### src/rtl/tone_melody_sequencer_defines.svh
// Assertion macros shared by the tone melody sequencer RTL.
// No dependencies; included by the modules that carry assertions.
`ifndef TONE_MELODY_SEQUENCER_DEFINES_SVH
`define TONE_MELODY_SEQUENCER_DEFINES_SVH

// Same-cycle implication, checked on every rising clock edge outside reset.
`define TMS_ASSERT_IMP(lbl, clk, rst_n, ante, cons) \
    lbl: assert property (@(posedge clk) disable iff (!rst_n) (ante) |-> (cons)) \
        else $error("tone_melody_sequencer: same-cycle check failed");

// Next-cycle implication, checked on every rising clock edge outside reset.
`define TMS_ASSERT_NXT(lbl, clk, rst_n, ante, cons) \
    lbl: assert property (@(posedge clk) disable iff (!rst_n) (ante) |=> (cons)) \
        else $error("tone_melody_sequencer: next-cycle check failed");

`endif

### src/rtl/tms_pkg.sv
// Package for the tone melody sequencer: item types, command codes, states.
// No dependencies; used by tms_note_mem and tone_melody_sequencer.
`timescale 1ns / 1ps

package tms_pkg;

    localparam int NOTE_DEPTH_DEF = 16;
    localparam logic [15:0] ELAPSED_MAX = 16'hFFFF;

    typedef enum logic [1:0] {
        CMD_TICK  = 2'd0,
        CMD_WRITE = 2'd1,
        CMD_START = 2'd2,
        CMD_STOP  = 2'd3
    } t_cmd;

    typedef struct packed {
        t_cmd        cmd;
        logic [3:0]  note_index;
        logic [15:0] note_freq;
        logic [15:0] note_duration;
        logic [4:0]  play_count;
    } t_in_item;

    typedef struct packed {
        logic [15:0] tone_freq;
        logic        tone_on;
        logic        is_playing;
        logic        melody_done;
    } t_out_item;

    // One note store entry: frequency in the upper half, duration below.
    typedef struct packed {
        logic [15:0] freq;
        logic [15:0] duration;
    } t_note;

    typedef enum logic [1:0] {
        ST_IDLE,
        ST_DUR,
        ST_FREQ,
        ST_EMIT
    } t_state;

endpackage

### src/rtl/tms_note_mem.sv
// Note store: single write port, single read port with registered data.
// Depends on tms_pkg for the note entry type.
`timescale 1ns / 1ps

module tms_note_mem
    import tms_pkg::*;
#(
    parameter int NOTE_DEPTH = NOTE_DEPTH_DEF,
    localparam int AW = $clog2(NOTE_DEPTH)
) (
    input  logic          i_clk,
    input  logic          i_we,
    input  logic [AW-1:0] i_waddr,
    input  t_note         i_wdata,
    input  logic [AW-1:0] i_raddr,
    output t_note         o_rdata
);

    t_note r_mem [NOTE_DEPTH];
    t_note r_rdata;

    always_ff @(posedge i_clk) begin
        if (i_we) begin
            r_mem[i_waddr] <= i_wdata;
        end
        r_rdata <= r_mem[i_raddr];
    end

    assign o_rdata = r_rdata;

endmodule

### src/rtl/tone_melody_sequencer.sv
// Tone melody sequencer top level: command decode, playback control, result register.
// Depends on tms_pkg, tms_note_mem and tone_melody_sequencer_defines.svh.
`timescale 1ns / 1ps
`include "tone_melody_sequencer_defines.svh"

// The sequencer takes one command item at a time on the input channel: a
// one-millisecond tick, a note write, a playback start or a stop. Notes
// (frequency and duration) live in a note store of NOTE_DEPTH entries
// built as a synchronous memory with one read port and registered read
// data; there is no clearing pass after reset, and reading a note that
// was never written gives an undefined tone. Every item yields exactly one
// result item carrying the tone frequency, the tone enable, the playing
// flag and the done flag. An item that does not touch the note store
// (stop, write, a tick while idle, a start with a count of zero) goes
// from the idle state through the emit state into the output register;
// a start also passes through the frequency read state, a tick that stays
// on the current note or ends the melody through the duration read state,
// and a tick that moves on to the next note through both, duration first.
// These steps come from the note store read port: a tick reads the current
// note's duration, and a note change then reads the next note's frequency.
// The input channel is ready again as soon as the result is in the output
// register, so a new item is processed while the previous result waits to
// be taken; if that result is still unclaimed when the next one is ready,
// the sequencer waits.
module tone_melody_sequencer
    import tms_pkg::*;
#(
    parameter int NOTE_DEPTH = NOTE_DEPTH_DEF
) (
    input  logic      i_clk,
    input  logic      i_rst_n,
    input  logic      i_in_valid,
    output logic      o_in_ready,
    input  t_in_item  i_in_item,
    output logic      o_out_valid,
    input  logic      i_out_ready,
    output t_out_item o_out_item
);

    // Address width of the note store, width of the position and length
    // counters (they must reach NOTE_DEPTH itself), and a compare width that
    // also covers the five-bit play count.
    localparam int AW = $clog2(NOTE_DEPTH);
    localparam int PW = $clog2(NOTE_DEPTH + 1);
    localparam int CW = (PW > 5) ? PW : 5;

    // Playback state.
    t_state        r_state, n_state;
    logic [PW-1:0] r_pos, n_pos;
    logic [PW-1:0] r_len, n_len;
    logic [15:0]   r_elapsed, n_elapsed;
    logic          r_playing, n_playing;
    logic [15:0]   r_freq, n_freq;
    logic          r_done, n_done;

    // Output register.
    logic          r_out_valid, n_out_valid;
    t_out_item     r_out, n_out;

    // Note store port signals.
    logic          mem_we;
    logic [AW-1:0] mem_waddr;
    t_note         mem_wdata;
    logic [AW-1:0] mem_raddr;
    t_note         mem_rdata;

    // Helpers for the decode.
    logic          idx_ok;
    logic [CW-1:0] count_ext;
    logic [CW-1:0] count_sat;
    logic [15:0]   elapsed_inc;
    logic [PW-1:0] pos_inc;

    tms_note_mem #(
        .NOTE_DEPTH(NOTE_DEPTH)
    ) u_note_mem (
        .i_clk  (i_clk),
        .i_we   (mem_we),
        .i_waddr(mem_waddr),
        .i_wdata(mem_wdata),
        .i_raddr(mem_raddr),
        .o_rdata(mem_rdata)
    );

    // A write to an index past the end of the store is dropped, and a play
    // count larger than the store is clamped to the store depth.
    assign idx_ok      = (int'(i_in_item.note_index) < NOTE_DEPTH);
    assign count_ext   = CW'(i_in_item.play_count);
    assign count_sat   = (count_ext > CW'(NOTE_DEPTH)) ? CW'(NOTE_DEPTH) : count_ext;
    assign elapsed_inc = (r_elapsed != ELAPSED_MAX) ? (r_elapsed + 16'd1) : r_elapsed;
    assign pos_inc     = r_pos + PW'(1);

    assign mem_waddr = AW'(i_in_item.note_index);
    assign mem_wdata = '{freq: i_in_item.note_freq, duration: i_in_item.note_duration};

    always_comb begin
        n_state     = r_state;
        n_pos       = r_pos;
        n_len       = r_len;
        n_elapsed   = r_elapsed;
        n_playing   = r_playing;
        n_freq      = r_freq;
        n_done      = r_done;
        n_out_valid = r_out_valid && !i_out_ready;
        n_out       = r_out;
        mem_we      = 1'b0;
        mem_raddr   = r_pos[AW-1:0];
        o_in_ready  = 1'b0;

        case (r_state)
            ST_IDLE: begin
                o_in_ready = 1'b1;
                if (i_in_valid) begin
                    n_done = 1'b0;
                    case (i_in_item.cmd)
                        CMD_TICK: begin
                            // The current note's duration is read on every
                            // tick while playing, so a rewrite of that entry
                            // takes effect at once.
                            if (r_playing) begin
                                mem_raddr = r_pos[AW-1:0];
                                n_state   = ST_DUR;
                            end else begin
                                n_state = ST_EMIT;
                            end
                        end
                        CMD_WRITE: begin
                            mem_we  = idx_ok;
                            n_state = ST_EMIT;
                        end
                        CMD_START: begin
                            if (i_in_item.play_count != 5'd0) begin
                                n_len     = PW'(count_sat);
                                n_pos     = '0;
                                n_elapsed = '0;
                                n_playing = 1'b1;
                                mem_raddr = '0;
                                n_state   = ST_FREQ;
                            end else begin
                                n_state = ST_EMIT;
                            end
                        end
                        default: begin
                            n_playing = 1'b0;
                            n_freq    = '0;
                            n_state   = ST_EMIT;
                        end
                    endcase
                end
            end
            ST_DUR: begin
                // At most one note ends per tick, even a note of zero length.
                n_elapsed = elapsed_inc;
                if (elapsed_inc >= mem_rdata.duration) begin
                    n_pos = pos_inc;
                    if (pos_inc >= r_len) begin
                        n_playing = 1'b0;
                        n_freq    = '0;
                        n_done    = 1'b1;
                        n_state   = ST_EMIT;
                    end else begin
                        n_elapsed = '0;
                        mem_raddr = pos_inc[AW-1:0];
                        n_state   = ST_FREQ;
                    end
                end else begin
                    n_state = ST_EMIT;
                end
            end
            ST_FREQ: begin
                n_freq  = mem_rdata.freq;
                n_state = ST_EMIT;
            end
            ST_EMIT: begin
                if (!r_out_valid || i_out_ready) begin
                    n_out_valid       = 1'b1;
                    n_out.tone_freq   = r_freq;
                    n_out.tone_on     = r_playing && (r_freq != 16'd0);
                    n_out.is_playing  = r_playing;
                    n_out.melody_done = r_done;
                    n_state           = ST_IDLE;
                end
            end
            default: begin
                n_state = ST_IDLE;
            end
        endcase
    end

    always_ff @(posedge i_clk) begin
        if (!i_rst_n) begin
            r_state     <= ST_IDLE;
            r_pos       <= '0;
            r_len       <= '0;
            r_elapsed   <= '0;
            r_playing   <= 1'b0;
            r_freq      <= '0;
            r_done      <= 1'b0;
            r_out_valid <= 1'b0;
        end else begin
            r_state     <= n_state;
            r_pos       <= n_pos;
            r_len       <= n_len;
            r_elapsed   <= n_elapsed;
            r_playing   <= n_playing;
            r_freq      <= n_freq;
            r_done      <= n_done;
            r_out_valid <= n_out_valid;
        end
    end

    always_ff @(posedge i_clk) begin
        r_out <= n_out;
    end

    assign o_out_valid = r_out_valid;
    assign o_out_item  = r_out;

    // A tone is only ever driven while a melody plays.
    `TMS_ASSERT_IMP(a_tone_needs_play, i_clk, i_rst_n, r_out_valid && r_out.tone_on, r_out.is_playing)
    // The done flag marks the end of playback, never a playing result.
    `TMS_ASSERT_IMP(a_done_not_playing, i_clk, i_rst_n, r_out_valid && r_out.melody_done, !r_out.is_playing)
    // While playing, the position stays inside a non-empty melody.
    `TMS_ASSERT_IMP(a_pos_in_melody, i_clk, i_rst_n, r_playing, (r_pos < r_len) && (r_len != '0))
    // One item at a time: after an item is taken the input is not ready.
    `TMS_ASSERT_NXT(a_one_item_at_a_time, i_clk, i_rst_n, i_in_valid && o_in_ready, !o_in_ready)

endmodule

### config.mk
export PLATFORM = sky130hd
export DESIGN_NAME = tone_melody_sequencer
export DESIGN_NICKNAME = d
export VERILOG_FILES = /design/src/rtl/tms_pkg.sv /design/src/rtl/tms_note_mem.sv /design/src/rtl/tone_melody_sequencer.sv
export VERILOG_INCLUDE_DIRS = /design/src /design/src/rtl
export SDC_FILE = /design/constraint.sdc
export NUM_CORES = 1
export LEC_CHECK = 0
export ABC_AREA = 1
export CORE_MARGIN = 1
export CORE_UTILIZATION = 53
export CTS_CLUSTER_DIAMETER = 80
export CTS_CLUSTER_SIZE = 12
export DETAILED_ROUTE_END_ITERATION = 12
export DONT_BUFFER_PORTS = 1
export PLACE_DENSITY_LB_ADDON = 0.1
export SYNTH_ARGS = -nofsm -noshare
export SYNTH_HDL_FRONTEND = slang
export SYNTH_HIERARCHICAL = 1
export SYNTH_SLANG_ARGS = --single-unit
export TNS_END_PERCENT = 100
### constraint.sdc
create_clock -name i_clk -period 3.3 [get_ports i_clk]
set_input_delay 0.165 -clock i_clk [delete_from_list [all_inputs] [get_ports i_clk]]
set_output_delay 0.165 -clock i_clk [all_outputs]
set_load 0.01 [all_outputs]
==> impl_metrics.json <==
{
  "outcome": "finished, violations left",
  "violations": "setup timing",
  "tns_ns": -8.948,
  "grt_pass1_vias": 17970,
  "p_seq_share_pct": 44.9,
  "layout.nets": 2898,
  "gp_congestion": 0.8684,
  "end_kind": "flop",
  "clockBufferDepth": 3,
  "crit_slowest_cell": "dfxtp_4",
  "design_area_um2": 32580,
  "path_clk_slew_ns": 0.06,
  "rows": 81,
  "power_frac_clock_pct": 29.3,
  "routed_wl_um": 70880,
  "p_sw_share_pct": 30.74,
  "track_usage_pct": 27.91,
  "path_common_cell": "nand2_1",
  "dr.pass1.iters": 5,
  "ir_drop_mv": 0.5310,
  "htreeDepth": 2,
  "cts_root_buffer": "clkbuf_16",
  "fp.dieW_um": 226.2,
  "netSwitchingPower_mw": 6.247,
  "tritoncts": "done",
  "grt_max_degree": 45,
  "io-pin-count": 68,
  "coreArea_um2": 49250,
  "clock_latency_ns": 0.63,
  "required_ns": 3.81,
  "powerDensity_nw_per_um2": 623.9,
  "synth-seq-cells": 610,
  "dp_hpwl_um": 35290,
  "avgRoutedWirePerCell_um": 20.05,
  "fmax_mhz": 281.8,
  "die_area_um2": 51150,
  "layout_commonest_cell": "nand2_1",
  "crit_path_start_kind": "flop",
  "layout_common_cells": "nand2_1, edfxtp_1, inv_1, nand3_1, buf_4",
  "hp-class": "primary input to flop",
  "final_max_slew_viol_count": 0,
  "syn2layout_area_growth_pct": 22.31,
  "critPathKind": "flop to flop",
  "netlist_area_um2": 26630,
  "fin_util_pct": 66.14,
  "hold_viol": 0,
  "arrival_ns": 4.06,
  "maxCapViolations": 0,
  "crit_start": "r_elapsed[0]",
  "synthCells": 2624,
  "yosysSeqAreaShare_pct": 65.81,
  "grt_pass1_wl_um": 105900,
  "synth_nets": 2698,
  "globalRouteOverflowTotal": 0,
  "post_synth_num_cell_types": 41,
  "period_share_pct": 107.5,
  "drive_gt1_share_pct": 16.06,
  "port-buffer-count": 0,
  "drt_iter0_markers": 1976,
  "dieHeight_um": 226.2,
  "worst_pin_slew_ns": 0.6235,
  "p_leak_nw": 13.66,
  "placed_cell_area_um2": 28500,
  "antenna_found_initial": 2,
  "holdCritStartpoint": "i_in_item[42]",
  "ys_warn_count": 6,
  "drc": 0,
  "comb_power_share_pct": 25.8,
  "via_per_inst": 5.351,
  "rsz0062_at_grt": "yes",
  "crit_fanout": 7,
  "max_slew_margin_pct": 58.29,
  "setup_slack_ns": -0.2480,
  "stdcell_count": 3535,
  "p_int_mw": 14.08,
  "synth_area_per_cell_um2": 10.15,
  "cts.sinks": 610,
  "ant_nets": 0,
  "period_minus_slack_ns": 3.548,
  "cts_made_buffers": 56,
  "dp.cells": 3312,
  "start_util_pct": 54.07,
  "finalSetupViolations": 55,
  "hold_slack_ns": 0.1263,
  "dr_total_vias": 18920,
  "cpPeakStageDelay_ns": 0.37,
  "rr_startpoint": "r_elapsed[0]",
  "finClkSkew_ns": 0.02071
}
==> worst paths after layout <==
check,to,slack (ns),cells after the start
setup reg to reg,u_note_mem/o_rdata[10],-0.25,31
setup / recovery,u_note_mem/o_rdata[10],-0.25,31
hold reg to reg,o_out_item[1],0.44,0
hold / removal,r_playing,0.13,8
==> cell type report <==
class                           instances  area (um^2)
Antenna cell                            1        2.502
Clock buffer                          100         1567
Clock inverter                          4        48.80
Fill cell                            3757        16680
Inverter                              460         1767
Multi-Input combinational cell       1431         7219
Sequential cell                       610        17550
Tap cell                              664        830.8
Timing Repair Buffer                  264         3580
Timing Repair inverter                  1        11.26
==> worst max-delay path, delay by kind of cell (launching register included) <==
family          cells  cell delay (ns)
fa+ha+maj           2             0.35
flops               1             0.37
simple gates       20             1.61
compound gates      2             0.25
buf+inv             7             0.85
==> repair_timing <==
item	4_1_cts	5_1_grt
pin swaps	64	46
buffers inserted	42	5
cloned	24	7
endpoints found under the hold margin	532	0
setup endpoints to repair	32	56
gates resized for setup	144	81
hold buffers	44	0
==> state kept, by name (all words and copies together) (netlist names) <==
| name | count |
|---|---|
| u_note_mem/r_mem | 512 |
| u_note_mem/o_rdata | 32 |
| o_out_item | 19 |
| r_elapsed | 16 |
| r_freq | 16 |
| r_len | 5 |
| r_pos | 5 |
| r_state | 2 |
| o_out_valid | 1 |
| r_done | 1 |
| r_playing | 1 |
==> synth_stat cells <==
cell type / n / share of area (%)
nand2_1: 788 / 11
edfxtp_1: 531 / 60
inv_1: 451 / 6.4
nand3_1: 415 / 7.8
dfxtp_1: 79 / 5.9
nor2_1: 53 / 0.75
a21oi_1: 52 / 0.98
buf_2: 47 / 0.88
buf_6: 35 / 1.5
ha_1: 27 / 1.3
nand4_1: 25 / 0.59
o21ai_0: 16 / 0.30
buf_1: 14 / 0.20
clkbuf_1: 14 / 0.20
nand2_2: 11 / 0.26
buf_4: 9 / 0.25
xor2_1: 8 / 0.26
nor3_1: 5 / 0.094
inv_2: 4 / 0.056
nand2_4: 4 / 0.17
nor4_1: 4 / 0.094
xnor2_1: 4 / 0.13
nand3b_1: 3 / 0.085
nor2_4: 3 / 0.13
a21o_1: 2 / 0.056
a41oi_1: 2 / 0.066
clkbuf_8: 2 / 0.10
inv_4: 2 / 0.047
o31ai_1: 2 / 0.056
a211oi_1: 1 / 0.028
and3_1: 1 / 0.024
buf_12: 1 / 0.075
buf_8: 1 / 0.056
clkinv_1: 1 / 0.014
clkinv_2: 1 / 0.019
inv_6: 1 / 0.033
nand3_2: 1 / 0.038
nand3_4: 1 / 0.066
nor2_2: 1 / 0.024
o21a_1: 1 / 0.028
o21bai_1: 1 / 0.028
==> per-stage QoR <==
step | worst slack [ns] | total power [mW]
floorplan | 0.03844 | 11.77
global placement | -0.3558 | 13.18
detailed placement | -0.5028 | 13.24
CTS | -0.1881 | 20.03
global route | -0.4668 | 21.13
finish | -0.2480 | 20.33
==> logic make-up (layout without fill, tap and decap cells) <==
logic type	after synthesis	in the layout	share of synthesized area, %
simple gates	1315	1315	21.22
flops	610	610	65.81
buf+inv	583	829	9.772
compound gates	77	77	1.541
fa+ha+maj	27	27	1.268
xor+xnor	12	12	0.3946
other cells	0	1	0
==> power groups by stage <==
stage	registers, mW	clock network (mW)	logic [mW]
2_1_floorplan	9.07	0	2.70
3_3_place_gp	9.25	0	3.92
3_5_place_dp	9.26	0	3.98
4_1_cts	9.09	6.05	4.88
5_1_grt	9.13	6.34	5.66
6_report	9.12	5.96	5.25
==> layer usage <==
layer	vias up	wire length [um]	GRT usage [%]	part of all wire, %
li1	8954	-	-	-
met1	9035	30460	39.75	43
met2	788	32840	44.52	46
met3	137	5707	3.825	8.1
met4	2	1863	8.609	2.6
met5	-	13	0	0.018
No activity file was read; power rests on OpenSTA's default activity.
